### src/rtl/nte_pkg.sv
// nte_pkg: shared types and constants for the neighbor table engine
// no dependencies; used by nte_ctrl, nte_dp and neighbor_table_engine_core in rtl
package nte_pkg;

  localparam int TABLE_DEPTH = 16;
  localparam int IDX_W = (TABLE_DEPTH > 1) ? $clog2(TABLE_DEPTH) : 1;
  localparam int CNT_W = $clog2(TABLE_DEPTH + 1);

  localparam logic [16:0] TRUST_ONE = 17'd65536;
  localparam logic [8:0] WEIGHT_ONE = 9'd256;
  localparam logic [4:0] MISS_LIMIT = 5'd20;
  // floor(n / 10) == (n * DIV10_MUL) >> DIV10_SHIFT for n < 2^22
  localparam logic [19:0] DIV10_MUL = 20'd838861;
  localparam int DIV10_SHIFT = 23;

  typedef enum logic [1:0] {
    OP_BEACON = 2'd0,
    OP_TRUST  = 2'd1,
    OP_CLEAN  = 2'd2,
    OP_HEAD   = 2'd3
  } op_e;

  typedef enum logic [2:0] {
    ST_UPDATED   = 3'd0,
    ST_ADDED     = 3'd1,
    ST_FULL      = 3'd2,
    ST_NOT_FOUND = 3'd3,
    ST_CLEANED   = 3'd4,
    ST_HEAD      = 3'd5
  } status_e;

  typedef enum logic [1:0] {
    REG_WEIGHT   = 2'd0,
    REG_NB_TMO   = 2'd1,
    REG_HEAD_TMO = 2'd2,
    REG_THRESH   = 2'd3
  } reg_e;

  typedef enum logic [2:0] {
    FSM_IDLE,
    FSM_READ,
    FSM_CHECK,
    FSM_CALC,
    FSM_WRITE,
    FSM_APPEND,
    FSM_DONE
  } fsm_e;

  typedef struct packed {
    logic [31:0]        node_id;
    logic [47:0]        mac;
    logic [7:0]         last_seq;
    logic signed [15:0] rssi_avg;
    logic [31:0]        last_seen;
    logic               is_head;
    logic [31:0]        head_time;
    logic [16:0]        trust;
  } entry_t;

  localparam int ENTRY_W = $bits(entry_t);

  typedef struct packed {
    logic start;
    logic chk;
    logic calc;
    logic upd;
    logic app;
    logic scan_end;
    logic emit;
  } cmd_t;

  typedef struct packed {
    logic at_end;
    op_e  op;
    logic hit;
    logic head_hit;
    logic room;
    logic out_free;
  } sts_t;

endpackage

### src/rtl/nte_ctrl.sv
// nte_ctrl: sequencing state machine for the neighbor table engine
// depends on nte_pkg
module nte_ctrl (
  input  logic          clk_i,
  input  logic          rst_ni,
  input  logic          in_valid_i,
  output logic          in_ready_o,
  input  nte_pkg::sts_t sts_i,
  output nte_pkg::cmd_t cmd_o
);
  import nte_pkg::*;

  fsm_e state_q, state_d;

  always_ff @(posedge clk_i or negedge rst_ni) begin
    if (!rst_ni) begin
      state_q <= FSM_IDLE;
    end else begin
      state_q <= state_d;
    end
  end

  always_comb begin
    state_d = state_q;
    unique case (state_q)
      FSM_IDLE: begin
        if (in_valid_i) state_d = FSM_READ;
      end
      FSM_READ: begin
        if (!sts_i.at_end) begin
          state_d = FSM_CHECK;
        end else if (sts_i.op == OP_BEACON && sts_i.room) begin
          state_d = FSM_APPEND;
        end else begin
          state_d = FSM_DONE;
        end
      end
      FSM_CHECK: begin
        if ((sts_i.op == OP_BEACON || sts_i.op == OP_TRUST) && sts_i.hit) begin
          state_d = FSM_CALC;
        end else if (sts_i.op == OP_HEAD && sts_i.head_hit) begin
          state_d = FSM_DONE;
        end else begin
          state_d = FSM_READ;
        end
      end
      FSM_CALC:   state_d = FSM_WRITE;
      FSM_WRITE:  state_d = FSM_DONE;
      FSM_APPEND: state_d = FSM_DONE;
      FSM_DONE: begin
        if (sts_i.out_free) state_d = FSM_IDLE;
      end
      default: state_d = FSM_IDLE;
    endcase
  end

  always_comb begin
    cmd_o = '0;
    in_ready_o = 1'b0;
    unique case (state_q)
      FSM_IDLE: begin
        in_ready_o = 1'b1;
        cmd_o.start = in_valid_i;
      end
      FSM_READ: begin
        cmd_o.scan_end = sts_i.at_end;
      end
      FSM_CHECK:  cmd_o.chk = 1'b1;
      FSM_CALC:   cmd_o.calc = 1'b1;
      FSM_WRITE:  cmd_o.upd = 1'b1;
      FSM_APPEND: cmd_o.app = 1'b1;
      FSM_DONE:   cmd_o.emit = sts_i.out_free;
      default: ;
    endcase
  end

endmodule

### config.mk
export PLATFORM = sky130hd
export DESIGN_NAME = nte_ctrl
export DESIGN_NICKNAME = d
export VERILOG_FILES = /design/src/rtl/nte_pkg.sv /design/src/rtl/nte_ctrl.sv
export SDC_FILE = /design/constraint.sdc
export NUM_CORES = 1
export LEC_CHECK = 0
export BUFFER_PORTS_ARGS = -buffer_cell sky130_fd_sc_hd__buf_4
export CORE_AREA = 2 2 39 41
export DETAILED_ROUTE_END_ITERATION = 8
export DIE_AREA = 0 0 41 43
export PLACE_DENSITY = 0.42
export SYNTH_ARGS = -nofsm -noshare
export SYNTH_HDL_FRONTEND = slang
export SYNTH_SLANG_ARGS = --single-unit
### constraint.sdc
create_clock -name clk_i -period 1.7 [get_ports clk_i]
set_input_delay 0.51 -clock clk_i [delete_from_list [all_inputs] [get_ports clk_i]]
set_output_delay 0.51 -clock clk_i [all_outputs]
set_load 0.02 [all_outputs]
* Yosys cells after proc, flatten, opt, wreduce, memory -nomap -nowiden
Index checks and enable logic that the tools add are counted.
Word-level totals: register bits 3, bits in latches 0, RAM bits 0, bits in read-only memories 0, input bits 10, output and inout port bits 8, logic and storage cells 34, memories 0
Cells by class: add/subtract/negate cells 0, multipliers 0, divide/modulo/power cells 0, magnitude comparators 0, equality and inequality tests 10, shift-type cells 0, multiplexer cells 15, bitwise gates (word level) 0, reduce and logical (&&, ||, !) cells 8
Operators by type and width (count):
- 3-bit one-hot mux with 6 select lines | 1
- 3-bit two-way mux | 5
- 3-bit equality test (second input constant) | 3
- 1-bit two-way mux | 8
- 3-bit by 2-bit equality test with 1-bit output (second input constant) | 2
- 2-bit != test (second input constant) | 2
- 3-bit by 1-bit equality test with 1-bit output (second input constant) | 1
- 1-bit logical AND | 3
- 3-bit zero test | 1
- 2-bit by 1-bit equality test with 1-bit output (second input constant) | 1
- 2-bit equality test (second input constant) | 1
- 2-bit zero test | 1
- 2-bit two-way mux | 1
- 2-bit AND reduction | 1
- 2-bit OR reduction | 1
- 1-bit logical OR | 1

* Depth between registers and ports, before layout
depth in word-level cells 5, gate-level depth with buffers 4

* Worst setup path before layout
Ideal clock, no wire load.
path type register to output, start reg state_q[0], end out cmd_o[6] in the netlist's numbering, arrival 1321 ps, slack -131 ps, cell stages (with the launch flop) 3, path buffers 0, cells stage by stage dfrtp_1 -> nor3_1 -> and2_1
RTL lines:
- start: declaration | line nte_ctrl.sv:13 | fsm_e state_q, state_d;
- start signal: assignment | line nte_ctrl.sv:19 | state_q <= state_d;
- end: declaration | line nte_ctrl.sv:9 | output nte_pkg::cmd_t cmd_o

==> metrics.txt <==
run status=finished clean; DR vias/cell=4.48; Worst Hold Class=input port to async pin; Routability Congestion=0.720; sequential area share after synthesis=0.308; ANT cells=0; Routed WL=764 um; Post-synth EDFFs=0; total power=825 uW; worst slew pin tran=0.299 ns; crit path kind=flop to primary output; clk sink count=3; VDD IR max=472 uV; area of the multi-input gates=175 um2; Fmax=0.592 GHz; Pleak=0.000228 uW; Synth area leaders=dfrtp_1 31%, nor3_1 6.2%, o21ai_0 6.2%, nand2b_4 5.6%, buf_6 4.6%; Num CTS Buffers=3; most used cell, CP=buf_4; Buffers & Inverters on Critical Path=2; H-tree Lvls=1; Slowest-stage cell, CP=dfrtp_2; unrepaired setup endpoints after global routing=true; min Tclk post-route=1.69 ns; pre-CTS setup slack=0.219 ns; post-DP HPWL=595 um; Slew HR=0.799; core area=1380 um2; Worst Skew=0.00122 ns; Antenna Violating Nets Remaining=0; Synth Area per Inst=7.87 um2; Most used DFF post-synth=dfrtp_1; Post-CTS Hold Buffers=0; Synth cell types=20; max-cap viol count=0; Net Count, Synth=41; first-pass GRT wire length=1240 um; Rows=14; max reg flops=3; ratio of cells with drive above 1 in the final layout=0.636; Hold Vio Cnt, Final=0; root buf cell=clkbuf_4; I/O Buffers=17; worst path cell trace=buf_4 -> and3_2 -> buf_4; area fraction of the dominant cell type after synthesis=0.308; CTS tree=done; Synth Register Bits=3; num ports=18; clock insertion delay at the later pin of the skew report=0.23 ns; antenna violations before repair=0; die extent in x=41 um; WL/cell=10.8 um; drt first pass iters=4; crit path max fanout=5; DR vias=318; Worst-path clk slew=0.04 ns; # DRC=0; crit start category=flop; Max stage delay on crit path=0.44 ns; FFs w/ async S/R, synth=1.00; final instance area=473 um2; synth-to-layout area growth=93.8%; Pins Over Slew Limit=0; # setup viols final=0; clk buf depth=2; largest net degree at the start of global routing=9; area of the mapped netlist=244 um2; Mapped Cells=31; CP endpoint kind=primary output; Synth area leader=dfrtp_1; grt ovf=0; Largest regs=state_q (3); register area=78.8 um2; vias in the first global route=299; crit path DAT=1.18 ns; placed inst area=393 um2; final core utilization=0.342; Starting Density=0.176; synth warn=0; Final WS setup=0.0100 ns; largest reg by FF count=state_q; Die Y=43 um; DIE AREA=1760 um2; Worst EP required=1.19 ns; power per cell area=1740 nW/um2; fin crit share=0.994; Detailed Route Iter0 Violations=3; CP top delay family=flip-flops; Filler Cell Count=154; Final Net Count=66; Total GRT Usage=0.107
-- layout make-up --
cell class,count,area share
clock buffer,4,0.0556
sequential,3,0.167
timing repair buffer,21,0.341
multi-input combinational,24,0.370
inverter,3,0.0238
tap,16,0.0423
-- stage by stage --
| step | instances | hold slack [ns] | TNS [ns] |
|---|---|---|---|
| floorplan | 31 | 0.214 | 0 |
| global placement | 64 | 0.303 | 0 |
| detailed placement | 64 | 0.302 | 0 |
| CTS | 69 | 0.0473 | 0 |
| global route | 71 | 0.0368 | -0.144 |
| finish | 71 | 0.0572 | 0 |
-- layer usage --
layer | wire length [um] | share of wire | GRT usage
met5 | 0 | 0 | 0
met4 | 0 | 0 | 0.0200
met3 | 66 | 0.086 | 0.0785
met2 | 366 | 0.48 | 0.141
met1 | 331 | 0.43 | 0.139
-- path summary, 6_finish.rpt --
kind	start	end	cells after the start	slack, ns
max	state_q[1]	cmd_o[4]	3	0.01
min	rst_ni	state_q[0]	1	0.06
max reg2reg	state_q[1]	state_q[0]	3	0.36
min reg2reg	state_q[2]	state_q[1]	1	0.63
max in group asynchronous	rst_ni	state_q[2]	1	1.54
min in group clk_i	sts_i[4]	state_q[0]	3	0.60
-- report_power, final --
group | total, uW | switching [uW] | internal [uW]
Clock | 125 | 37.0 | 88.0
Sequential | 195 | 81.0 | 114
Combinational | 505 | 234 | 271
-- repair_timing --
item / CTS / global route
setup endpoints to repair: 6 / 6
pin swaps: 0 / 3
gates cloned: 0 / 0
buffers inserted: 1 / 2
resized for setup: 4 / 6
-- cells in the mapped netlist, types with 2 or more instances --
library cell  n
a21oi_1       2
dfrtp_1       3
inv_1         3
nand2_1       2
nor2_1        2
nor3_1        3
o21ai_0       3
-- cells in the final DEF, fill, tap and decap left out, types with 2 or more instances in the layout --
cell type / synthesis / routed
a21oi_1: 2 / 2
buf_4: 0 / 20
clkbuf_4: 0 / 3
dfrtp_2: 0 / 3
inv_1: 3 / 2
nand2_1: 2 / 2
nor2_1: 2 / 2
o21ai_0: 3 / 3
-- cells by family after synthesis --
logic type      count (synthesis)  synth area share
simple gates                   15             0.369
compound gates                  9             0.231
buf+inv                         4            0.0923
flops                           3             0.308
Power figures use the tool's default switching activity.
